<file path="src/design/tmwf_pkg.sv">
package tmwf_pkg;

  // Status of the divider as seen by the sequencer.
  typedef struct packed {
    logic busy;
    logic done;
  } div_status_t;

endpackage

</file>
<file path="src/design/tmwf_ram.sv">
module tmwf_ram #(
  parameter int WIDTH = 12,
  parameter int DEPTH = 16
) (
  input  logic                     clk,
  input  logic                     we,
  input  logic [$clog2(DEPTH)-1:0] waddr,
  input  logic [WIDTH-1:0]         wdata,
  input  logic [$clog2(DEPTH)-1:0] raddr,
  output logic [WIDTH-1:0]         rdata
);

  logic [WIDTH-1:0] mem [DEPTH];

  always_ff @(posedge clk) begin
    if (we) begin
      mem[waddr] <= wdata;
    end
    rdata <= mem[raddr];
  end

endmodule

</file>
<file path="src/design/tmwf_divider.sv">
module tmwf_divider #(
  parameter int DIVIDEND_W = 15,
  parameter int DIVISOR_W  = 3,
  parameter int QUOT_W     = 12
) (
  input  logic                     clk,
  input  logic                     rst,
  input  logic                     start,
  input  logic [DIVIDEND_W-1:0]    dividend,
  input  logic [DIVISOR_W-1:0]     divisor,
  output logic [QUOT_W-1:0]        quotient,
  output tmwf_pkg::div_status_t    status
);
  import tmwf_pkg::*;

  localparam int STEP_W = $clog2(DIVIDEND_W + 1);

  logic [DIVIDEND_W-1:0] quo;
  logic [DIVISOR_W-1:0]  rem;
  logic [DIVISOR_W-1:0]  dsr;
  logic [STEP_W-1:0]     steps;
  logic                  busy;
  logic                  done;

  logic [DIVISOR_W:0]    rem_shift;
  logic                  fits;

  // Restoring division, one quotient bit per cycle, dividend shifted in MSB first.
  always_comb begin
    rem_shift = {rem, quo[DIVIDEND_W-1]};
    fits      = rem_shift >= {1'b0, dsr};
  end

  always_ff @(posedge clk) begin
    if (rst) begin
      busy  <= 1'b0;
      done  <= 1'b0;
      steps <= '0;
    end else begin
      if (start) begin
        done  <= 1'b0;
        busy  <= 1'b1;
        steps <= STEP_W'(DIVIDEND_W);
        quo   <= dividend;
        rem   <= '0;
        dsr   <= divisor;
      end else if (busy) begin
        quo <= {quo[DIVIDEND_W-2:0], fits};
        if (fits) begin
          rem <= DIVISOR_W'(rem_shift - {1'b0, dsr});
        end else begin
          rem <= rem_shift[DIVISOR_W-1:0];
        end
        steps <= steps - STEP_W'(1);
        done  <= (steps == STEP_W'(1));
        if (steps == STEP_W'(1)) begin
          busy <= 1'b0;
        end
      end else begin
        done <= 1'b0;
      end
    end
  end

  // The mean never exceeds the largest sample, so the upper bits are zero.
  assign quotient    = quo[QUOT_W-1:0];
  assign status.busy = busy;
  assign status.done = done;

endmodule

</file>
<file path="src/design/trimmed_mean_window_filter.sv">
// Trimmed-mean window filter. Each accepted word stores one sample into a
// ring window of WINDOW_LEN entries and the block returns the truncated mean
// of the nonzero values at sorted ranks RANK_FIRST to RANK_END-1, or the
// sample itself when there is none. The window sits in a ring memory and a
// second memory keeps the same values in ascending order; each word removes
// the overwritten value and inserts the new one in a single pass through the
// sorted memory, one entry per cycle, while the middle ranks are summed. A
// bit-serial divider then forms the mean. A word that needs the divider
// goes from acceptance to a valid result by these steps: reading the
// overwritten value, the sorted-memory pass, starting the divider, the
// division and loading the output register. The sum that is divided is
// SAMPLE_BITS plus the bits of the count wide, 15 bits at the default sizes.
// When no middle-rank value is nonzero the divider is skipped. A new word is
// accepted in the cycle after the previous one has reached the output
// register, which waits while the receiver holds off, so the block takes no
// new word until the previous one is through.
// Flags mask both memories to zero until they are first written, so no
// clearing pass follows reset.
module trimmed_mean_window_filter #(
  parameter int WINDOW_LEN  = 16,
  parameter int RANK_FIRST  = 6,
  parameter int RANK_END    = 10,
  parameter int SAMPLE_BITS = 12
) (
  input  logic                   clk,
  input  logic                   rst,
  input  logic                   in_valid,
  output logic                   in_ready,
  input  logic [SAMPLE_BITS-1:0] sample,
  output logic                   out_valid,
  input  logic                   out_ready,
  output logic [SAMPLE_BITS-1:0] filtered
);
  import tmwf_pkg::*;

  localparam int AW        = $clog2(WINDOW_LEN);
  localparam int CNT_W     = $clog2(WINDOW_LEN + 2);
  localparam int RANK_STOP = (RANK_END > WINDOW_LEN) ? WINDOW_LEN : RANK_END;
  localparam int SPAN      = (RANK_STOP > RANK_FIRST) ? (RANK_STOP - RANK_FIRST) : 0;
  localparam int COUNT_W   = ($clog2(SPAN + 1) < 1) ? 1 : $clog2(SPAN + 1);
  localparam int SUM_W     = SAMPLE_BITS + COUNT_W;

  typedef enum logic [2:0] {
    S_IDLE,
    S_OLD,
    S_SWEEP,
    S_START,
    S_DIV,
    S_HOLD
  } state_t;

  state_t state;

  logic [SAMPLE_BITS-1:0] s_reg;
  logic [SAMPLE_BITS-1:0] old;
  logic [SAMPLE_BITS-1:0] xa;
  logic [SAMPLE_BITS-1:0] xb;
  logic [SAMPLE_BITS-1:0] res;
  logic [AW-1:0]          wp;
  logic                   wrapped;
  logic                   sorted_init;
  logic [CNT_W-1:0]       cnt;
  logic                   removed;
  logic                   inserted;
  logic [SUM_W-1:0]       sum;
  logic [COUNT_W-1:0]     nz;

  logic [SAMPLE_BITS-1:0] ring_rdata;
  logic [SAMPLE_BITS-1:0] srt_rdata;
  logic [SAMPLE_BITS-1:0] rdv;
  logic                   ring_we;
  logic                   srt_we;
  logic [AW-1:0]          widx;
  logic [SAMPLE_BITS-1:0] outv;
  logic [SAMPLE_BITS-1:0] a_k;
  logic                   hit;
  logic                   take_s;
  logic                   last;
  logic                   in_band;
  logic                   div_start;
  logic [SAMPLE_BITS-1:0] div_quot;
  div_status_t            div_stat;

  tmwf_ram #(
    .WIDTH (SAMPLE_BITS),
    .DEPTH (WINDOW_LEN)
  ) u_ring (
    .clk   (clk),
    .we    (ring_we),
    .waddr (wp),
    .wdata (s_reg),
    .raddr (wp),
    .rdata (ring_rdata)
  );

  tmwf_ram #(
    .WIDTH (SAMPLE_BITS),
    .DEPTH (WINDOW_LEN)
  ) u_sorted (
    .clk   (clk),
    .we    (srt_we),
    .waddr (widx),
    .wdata (outv),
    .raddr (cnt[AW-1:0]),
    .rdata (srt_rdata)
  );

  tmwf_divider #(
    .DIVIDEND_W (SUM_W),
    .DIVISOR_W  (COUNT_W),
    .QUOT_W     (SAMPLE_BITS)
  ) u_div (
    .clk      (clk),
    .rst      (rst),
    .start    (div_start),
    .dividend (sum),
    .divisor  (nz),
    .quotient (div_quot),
    .status   (div_stat)
  );

  assign in_ready  = (state == S_IDLE);
  assign ring_we   = (state == S_OLD);
  assign srt_we    = (state == S_SWEEP) && (cnt >= CNT_W'(2));
  assign div_start = (state == S_START) && (nz != '0);
  assign rdv       = sorted_init ? srt_rdata : '0;
  assign widx      = AW'(cnt - CNT_W'(2));

  // Output entry k of the new sorted list is old entry k-1, k or k+1,
  // depending on whether the removed value and the new sample lie before it.
  // xa, xb and rdv hold old entries k-1, k and k+1.
  always_comb begin
    last    = (cnt == CNT_W'(WINDOW_LEN + 1));
    hit     = !removed && (xb == old);
    a_k     = (removed || hit) ? rdv : xb;
    take_s  = 1'b0;
    in_band = (int'(widx) >= RANK_FIRST) && (int'(widx) < RANK_STOP);
    if (inserted) begin
      outv = removed ? xb : xa;
    end else if ((a_k > s_reg) || last) begin
      outv   = s_reg;
      take_s = 1'b1;
    end else begin
      outv = a_k;
    end
  end

  always_ff @(posedge clk) begin
    if (rst) begin
      state       <= S_IDLE;
      wp          <= '0;
      wrapped     <= 1'b0;
      sorted_init <= 1'b0;
      out_valid   <= 1'b0;
      cnt         <= '0;
      removed     <= 1'b0;
      inserted    <= 1'b0;
    end else begin
      if (out_valid && out_ready && (state != S_HOLD)) begin
        out_valid <= 1'b0;
      end
      unique case (state)
        S_IDLE: begin
          cnt <= '0;
          if (in_valid) begin
            s_reg <= sample;
            state <= S_OLD;
          end
        end
        S_OLD: begin
          old      <= wrapped ? ring_rdata : '0;
          wp       <= (wp == AW'(WINDOW_LEN - 1)) ? '0 : wp + AW'(1);
          wrapped  <= wrapped || (wp == AW'(WINDOW_LEN - 1));
          removed  <= 1'b0;
          inserted <= 1'b0;
          sum      <= '0;
          nz       <= '0;
          state    <= S_SWEEP;
        end
        S_SWEEP: begin
          xa  <= xb;
          xb  <= rdv;
          cnt <= cnt + CNT_W'(1);
          if (cnt >= CNT_W'(2)) begin
            removed  <= removed || hit;
            inserted <= inserted || take_s;
            if (in_band && (outv != '0)) begin
              sum <= sum + SUM_W'(outv);
              nz  <= nz + COUNT_W'(1);
            end
          end
          if (last) begin
            sorted_init <= 1'b1;
            state       <= S_START;
          end
        end
        S_START: begin
          if (nz == '0) begin
            res   <= s_reg;
            state <= S_HOLD;
          end else begin
            state <= S_DIV;
          end
        end
        S_DIV: begin
          if (div_stat.done) begin
            res   <= (div_quot == '0) ? s_reg : div_quot;
            state <= S_HOLD;
          end
        end
        S_HOLD: begin
          if (!out_valid || out_ready) begin
            out_valid <= 1'b1;
            filtered  <= res;
            state     <= S_IDLE;
          end
        end
        default: begin
          state <= S_IDLE;
        end
      endcase
    end
  end

  // The sorted memory always holds the window, so the pass must find the
  // overwritten value and place the new sample.
  a_sweep_complete: assert property (@(posedge clk) disable iff (rst)
    (state == S_SWEEP) && last |=> removed && inserted)
    else $error("sorted pass ended without removing or inserting a word");

  a_div_tracked: assert property (@(posedge clk) disable iff (rst)
    (state == S_DIV) |-> (div_stat.busy || div_stat.done))
    else $error("divider idle while a mean is pending");

  a_mean_nonzero: assert property (@(posedge clk) disable iff (rst)
    (state == S_DIV) && div_stat.done |-> (div_quot != '0))
    else $error("mean of nonzero values came out zero");

endmodule

</file>
<file path="config.mk">
export PLATFORM = sky130hd
export DESIGN_NAME = trimmed_mean_window_filter
export DESIGN_NICKNAME = d
export VERILOG_FILES = /design/src/design/tmwf_pkg.sv /design/src/design/tmwf_ram.sv /design/src/design/tmwf_divider.sv /design/src/design/trimmed_mean_window_filter.sv
export SDC_FILE = /design/constraint.sdc
export NUM_CORES = 1
export LEC_CHECK = 0
export BUFFER_PORTS_ARGS = -buffer_cell sky130_fd_sc_hd__buf_4
export CAP_MARGIN = 30
export CORE_ASPECT_RATIO = 2
export CORE_UTILIZATION = 58
export CTS_CLUSTER_DIAMETER = 200
export CTS_CLUSTER_SIZE = 10
export DETAILED_ROUTE_END_ITERATION = 10
export HOLD_SLACK_MARGIN = 0.15
export PLACE_DENSITY = 0.74
export SYNTH_ARGS = -nofsm -noshare
export SYNTH_HDL_FRONTEND = slang
export SYNTH_SLANG_ARGS = --single-unit
</file>
<file path="constraint.sdc">
create_clock -name clk -period 7.97 [get_ports clk]
set_input_delay 1.9925 -clock clk [delete_from_list [all_inputs] [get_ports clk]]
set_output_delay 1.9925 -clock clk [all_outputs]
set_load 0.05 [all_outputs]
</file>
---- After elaboration in Yosys (flattened, before gate mapping) ----
Memories as Yosys holds them, arrays and structs flattened. A register that Yosys moved wholly into a read port is not among the register bits.
Cells that the tools add are included.
storage, ports and cells
  register bits ........................... 134
  bits in writable memories ............... 384
  output and inout bits ................... 14
  memories kept ........................... 2
operators by class
  $add $sub $neg .......................... 7
  order comparisons ....................... 5
  eq/ne operators ......................... 17
  mux-type cells .......................... 45
  bitwise operators ....................... 2
  reduce and logical (&&, ||, !) cells .... 35
memories
  name          depth  bits a word  rd ports  clocked after Yosys merged registers in  wr ports  RTL line        text
  u_ring.mem    16     12           1         1                                        1         tmwf_ram.sv:13  logic [WIDTH-1:0] mem [DEPTH];
  u_sorted.mem  16     12           1         1                                        1         tmwf_ram.sv:13
operators by type and width
  cell                                                                      number
  12-bit 2-to-1 mux                                                         8
  15-bit 2-to-1 mux                                                         4
  15-bit one-hot mux with 2 select lines                                    1
  3-bit 2-to-1 mux                                                          8
  12-bit one-hot mux with 2 select lines                                    1
  3-bit one-hot mux with 6 select lines                                     1
  15-bit by 12-bit adder with 15-bit output                                 1
  1-bit 2-to-1 mux                                                          15
  12-bit == test                                                            1
  12-bit > comparator                                                       1
  12-bit zero test                                                          1
  4-bit 2-to-1 mux                                                          3
  2-bit AND reduction                                                       6
  4-bit AND reduction                                                       3
  12-bit nonzero test                                                       1
  5-bit one-hot mux with 2 select lines                                     1
  2-bit by 1-bit inequality test with 1-bit output (second input constant)  4
  2-bit nonzero test                                                        4
  1-bit logical AND                                                         7
  3-bit by 2-bit == test with 1-bit output (second input constant)          2
  3-bit == test (second input constant)                                     2
  3-bit zero test                                                           2
  2-bit inequality test (second input constant)                             3
  3-bit one-hot mux with 2 select lines                                     1
  22 further kinds                                                          30

---- Logic depth before layout (Yosys ltp) ----
  word-level depth ........................ 13
  gate-level depth with buffers ........... 26
  mapped depth without buffers ............ 24

---- By module ----
Synthesis repeated with hierarchy kept, for this count alone.
second synthesis, totals
  cell total of the unflattened synthesis .. 1278
  area, all modules ....................... 22190.0 um^2
modules (own cells, without submodules)
  module                      instances  cells an instance  area an instance (um^2)  seq. area each (um^2)
  tmwf_ram                    2          329                7599.8                   6005.8
  trimmed_mean_window_filter  1          516                5641.7                   3042.9
  tmwf_divider                1          104                1348.8                   750.7

---- Worst setup path before layout ----
Ideal clock, no wire load.
  path kind ............................... reg-to-reg
  start point ............................. reg xb[2]
  end point ............................... reg sum[14] (data pin)
  data arrival time ....................... 5651 ps
  required time ........................... 7704 ps
  path slack .............................. 2053 ps
  stages on the path, launching flop included .. 27
  period minus slack after synthesis ...... 5917 ps
  path through ............................ edfxtp_1 -> xor2_1 -> nor4_1 -> a31oi_1 -> buf_2 -> mux2i_1 -> inv_1 -> ha_1 -> nor2b_4 -> o211ai_2 -> a211oi_1 -> o41a_4 -> or2_0 -> buf_6 -> clkbuf_1 -> o21ai_0 -> o21ai_0 -> ha_1 -> a21o_1 -> a21o_1 -> a21oi_1 -> o21ai_0 -> a41oi_1 -> a21oi_1 -> nand3_1 -> xor2_1 -> nor2_1
between the ends
  word-level cells in the longest chain between the ends .. 12
RTL lines
  item                                           RTL line                           text
  start, declared                                trimmed_mean_window_filter.sv:57   logic [SAMPLE_BITS-1:0] xb;
  start signal, assigned                         trimmed_mean_window_filter.sv:182  xb <= rdv;
  12-bit == test                                 trimmed_mean_window_filter.sv:134  hit = !removed && (xb == old);
  1-bit logical AND                              trimmed_mean_window_filter.sv:134
  1-bit logical OR                               trimmed_mean_window_filter.sv:135  a_k = (removed || hit) ? rdv : xb;
  12-bit 2-to-1 mux                              trimmed_mean_window_filter.sv:135
  12-bit > comparator                            trimmed_mean_window_filter.sv:140  end else if ((a_k > s_reg) || last) begin
  1-bit logical OR                               trimmed_mean_window_filter.sv:140
  12-bit 2-to-1 mux                              trimmed_mean_window_filter.sv:140
  12-bit 2-to-1 mux (*)                          trimmed_mean_window_filter.sv:138  if (inserted) begin
  named net outv[2]                              trimmed_mean_window_filter.sv:74   logic [SAMPLE_BITS-1:0] outv;
  15-bit by 12-bit adder with 15-bit output (*)  trimmed_mean_window_filter.sv:188  sum <= sum + SUM_W'(outv);
  15-bit 2-to-1 mux (*)                          trimmed_mean_window_filter.sv:187  if (in_band && (outv != '0)) begin
  15-bit 2-to-1 mux (*)                          trimmed_mean_window_filter.sv:184  if (cnt >= CNT_W'(2)) begin
  15-bit one-hot mux with 2 select lines (*)     trimmed_mean_window_filter.sv:162  unique case (state)
  end signal, assigned                           trimmed_mean_window_filter.sv:188
  end, declared                                  trimmed_mean_window_filter.sv:65   logic [SUM_W-1:0] sum;
The timed path passes the listed nets; every way through them passes the cells marked *. The select of a mux whose other input is x is not followed.
A chain may end at the register's enable or synchronous reset.

---- Final worst setup path ----
  start point ............................. reg xb[1]
  end point ............................... reg sum[14] (data pin)
between the ends
  word-level cells in the longest chain between the ends .. 12
RTL lines
  item                                           RTL line
  12-bit == test                                 trimmed_mean_window_filter.sv:134
  1-bit logical AND                              trimmed_mean_window_filter.sv:134
  1-bit logical OR                               trimmed_mean_window_filter.sv:135
  12-bit 2-to-1 mux (*)                          trimmed_mean_window_filter.sv:135
  12-bit > comparator                            trimmed_mean_window_filter.sv:140
  1-bit logical OR                               trimmed_mean_window_filter.sv:140
  12-bit 2-to-1 mux (*)                          trimmed_mean_window_filter.sv:140
  12-bit 2-to-1 mux (*)                          trimmed_mean_window_filter.sv:138
  named net outv[0]                              trimmed_mean_window_filter.sv:74
  15-bit by 12-bit adder with 15-bit output (*)  trimmed_mean_window_filter.sv:188
  15-bit 2-to-1 mux (*)                          trimmed_mean_window_filter.sv:187
  15-bit 2-to-1 mux (*)                          trimmed_mean_window_filter.sv:184
  15-bit one-hot mux with 2 select lines (*)     trimmed_mean_window_filter.sv:162
Marked as above.

==> metrics.yaml <==
crit_path_top_delay_cell: "a311o_1"
fillCellCount: 2513
syn_to_final_growth_pct: 13.09
layout-drive-gt1-share: 0.2277
root_buffer: "clkbuf_16"
final_cell_mix: "edfxtp_1 (495), mux4_2 (120), nand2_1 (92)"
reg.largest.list: "u_ring.mem (192), u_sorted.mem (192)"
dp_hpwl_microns: 31240
async_reset_ff_frac: 0
drv_slew: 0
utilization: 0.6649
rows: 100
fmax_mhz: 153.4
r2r-start: "xb[1]"
cts.sinks: 542
p_leak_nw: 8.141
cts_buffer_depth: 3
p_sw_mw: 1.542
setup_tns_ns: 0
r2r-end: "sum[14]"
hold_buffers: 0
ys_ff_latch: 542
worstHoldPathCells: 0
ctsResizeCount: 0
pwr-share-seq: 0.511
viasPerCell: 6.204
rsz0062_at_grt: "no"
nNetsFinal: 1376
die_h_microns: 276.9
synth.avg_cell_area_sq_um: 17.76
startpoint_type: "flop"
vias: 11320
cap_violations: 0
grt_pass1_vias: 11880
die_x_microns: 139.5
finalCriticalPeriod_ns: 6.520
drtIter0Drc: 865
reg2reg_slack_ns: 1.45
stdcell_count: 1825
yosys_warnings: 0
rr_worst_depth: 24
portBuffers: 29
wl_per_cell_microns: 26.21
htree_num_levels: 2
peakVddDrop_mv: 0.2118
numCtsBuffers: 60
gr-usage-all-layers: 0.2567
hp-class: "flop to flop"
gp_congestion: 0.8747
routed_wl_microns: 47840
critical_path.cell_chain: "xor2_1 > nor4_1 > a31oi_1 > buf_4 > mux2i_1 > inv_1 > ha_1 > nor2b_4 > o211ai_2 > a211oi_1 > o41a_4 > or2_0 > a311o_1 > ha_1 > fa_1 > a21o_1 > a21o_1 > a21oi_1 > o21ai_0 > a41oi_1 > a21oi_1 > nand3_1 > xor2_1 > nor2_1"
worstPathArrival_ns: 6.83
p_total_mw: 6.545
io_pins: 30
final_common_cell: "edfxtp_1"
end_kind: "flop"
post-cts-setup-buffers: 0
hp-start: "res[9]"
dr.pass1.iters: 5
crit_family: "compound AO/OA/AOI/OAI gates"
antenna_found_initial: 0
worstHoldEndpoint: "filtered[9]"
slew_headroom: 0.2895
worst_pin_slew_ns: 1.065
synth_top_area_share: 0.6781
ys.flop_type: "edfxtp_1"
whs_ns: 0.4159
startpoint: "xb[1]"
cts_tree: "yes"
drc: 0
die-area_sq_mm: 0.03862
path_clk_slew_ns: 0.06
p_sw_frac: 0.2356
intPower_mw: 5.003
critPathBufInv: 2
synth-edff-count: 495
clkLatencyLatePin_ns: 0.60
cp.required_ns: 8.28
initial_core_util: 0.5879
powerDensity_mw_per_mm2: 264.0
status: "complete, no violations"
ys_seq_area_frac: 0.7210
grt_pass1_wl_microns: 71460
crit_type: "flop to flop"
cpPeakStageDelay_ns: 0.61
ant_nets: 0
synth_nets: 1295
synth_top_area_cell: "edfxtp_1"
clkPwrFrac: 0.378
dp.cells: 1709
hold_viol: 0
core_area_sq_mm: 0.03729
syn_area_sq_mm: 0.02192
finalClockSkew_ns: 0.03062
synth_cells: 1234
antenna_cells: 0
ys_types: 52
finalCritPeriodShare: 0.8180
ys_top_cells_by_area: "edfxtp_1 (68%), mux4_2 (12%), dfxtp_1 (4.3%), ha_1 (2.5%), nand2_1 (1.6%)"
setup_viol: 0
cp_max_fo: 18
combinationalPowerShare: 0.111
grt-ovfl-total: 0
grt_max_degree: 55
## layer usage
metal / track usage / up-vias / wire [microns]
met1: 0.2717 / 5800 / 16000
met5: 0 / - / 0
met3: 0.03337 / 130 / 2223
li1: - / 4993 / -
met2: 0.4845 / 400 / 26970
met4: 0.1439 / 0 / 2650
## through the flow
| stage | worst slack [ns] | instance area, sq um |
|---|---|---|
| 6_report | 1.450 | 24790 |
| 3_5_place_dp | 1.468 | 22990 |
| 3_3_place_gp | 1.535 | 22870 |
| 2_1_floorplan | 2.053 | 21920 |
| 4_1_cts | 1.452 | 24740 |
| 5_1_grt | 1.115 | 24790 |
## area by class of cell
type | instances | area, sq um | area share
Sequential cell | 542 | 15820 | 0.6380
Inverter | 32 | 120.1 | 0.004845
Timing Repair Buffer | 77 | 666.9 | 0.02690
Clock inverter | 3 | 58.81 | 0.002372
Clock buffer | 110 | 1689 | 0.06814
Tap cell | 459 | 574.3 | 0.02317
Multi-Input combinational cell | 602 | 5866 | 0.2366
## cell families (layout without fill, tap and decap cells)
| kind of cell | count (synthesis) | in the layout | synth area share |
|---|---|---|---|
| xor+xnor | 33 | 33 | 0.01319 |
| fa+ha+maj | 45 | 45 | 0.02637 |
| flops | 542 | 542 | 0.7210 |
| mux | 146 | 146 | 0.1358 |
| buf+inv | 90 | 222 | 0.01581 |
| simple gates | 272 | 272 | 0.05771 |
| compound gates | 106 | 106 | 0.03008 |
## synth_stat cells, types with 2 or more instances
| cell | instances |
|---|---|
| xnor2_1 | 12 |
| nor2b_1 | 3 |
| nand2_1 | 92 |
| o22ai_1 | 4 |
| a21o_1 | 6 |
| nor2_1 | 82 |
| or3_1 | 4 |
| clkbuf_1 | 45 |
| dfxtp_1 | 47 |
| o21ai_0 | 38 |
| xor2_1 | 21 |
| a311o_1 | 7 |
| mux2_2 | 12 |
| mux4_2 | 120 |
| o21a_1 | 2 |
| nand2b_1 | 9 |
| nand4_1 | 4 |
| and2_1 | 24 |
| a211oi_1 | 4 |
| nor4b_1 | 3 |
| a21oi_1 | 28 |
| a31oi_1 | 5 |
| nor4_1 | 11 |
| and3_1 | 5 |
| ha_1 | 43 |
| nand3_1 | 11 |
| mux2i_1 | 14 |
| or2_2 | 2 |
| inv_1 | 32 |
| fa_1 | 2 |
| buf_1 | 11 |
| edfxtp_1 | 495 |
| nor3_1 | 14 |
| a22oi_1 | 4 |
## power by group through the flow
stage          combinational [mW]  sequential, mW  clock, mW
3_5_place_dp                0.723            3.40          0
6_report                    0.729            3.34       2.47
4_1_cts                     0.731            3.34       2.51
3_3_place_gp                0.696            3.40          0
5_1_grt                     0.790            3.35       2.61
2_1_floorplan               0.532            3.35          0
## worst reg2reg max path, delay by kind of cell, from the launching register on
family          cells  cell delay (ns)
compound gates     11             2.76
xor+xnor            2             0.36
fa+ha+maj           3             1.02
buf+inv             2             0.30
flops               1             0.45
mux                 1             0.22
simple gates        5             1.15
## how the worst max path moves through the flow
stage | endpoint | slack, ns | cells after the start
floorplan | sum[14] | 2.05 | 26
global placement | sum[14] | 1.53 | 24
detailed placement | sum[14] | 1.47 | 24
CTS | sum[14] | 1.45 | 24
global route | sum[14] | 1.12 | 24
finish | sum[14] | 1.45 | 24
No activity file was read; power rests on OpenSTA's default activity.
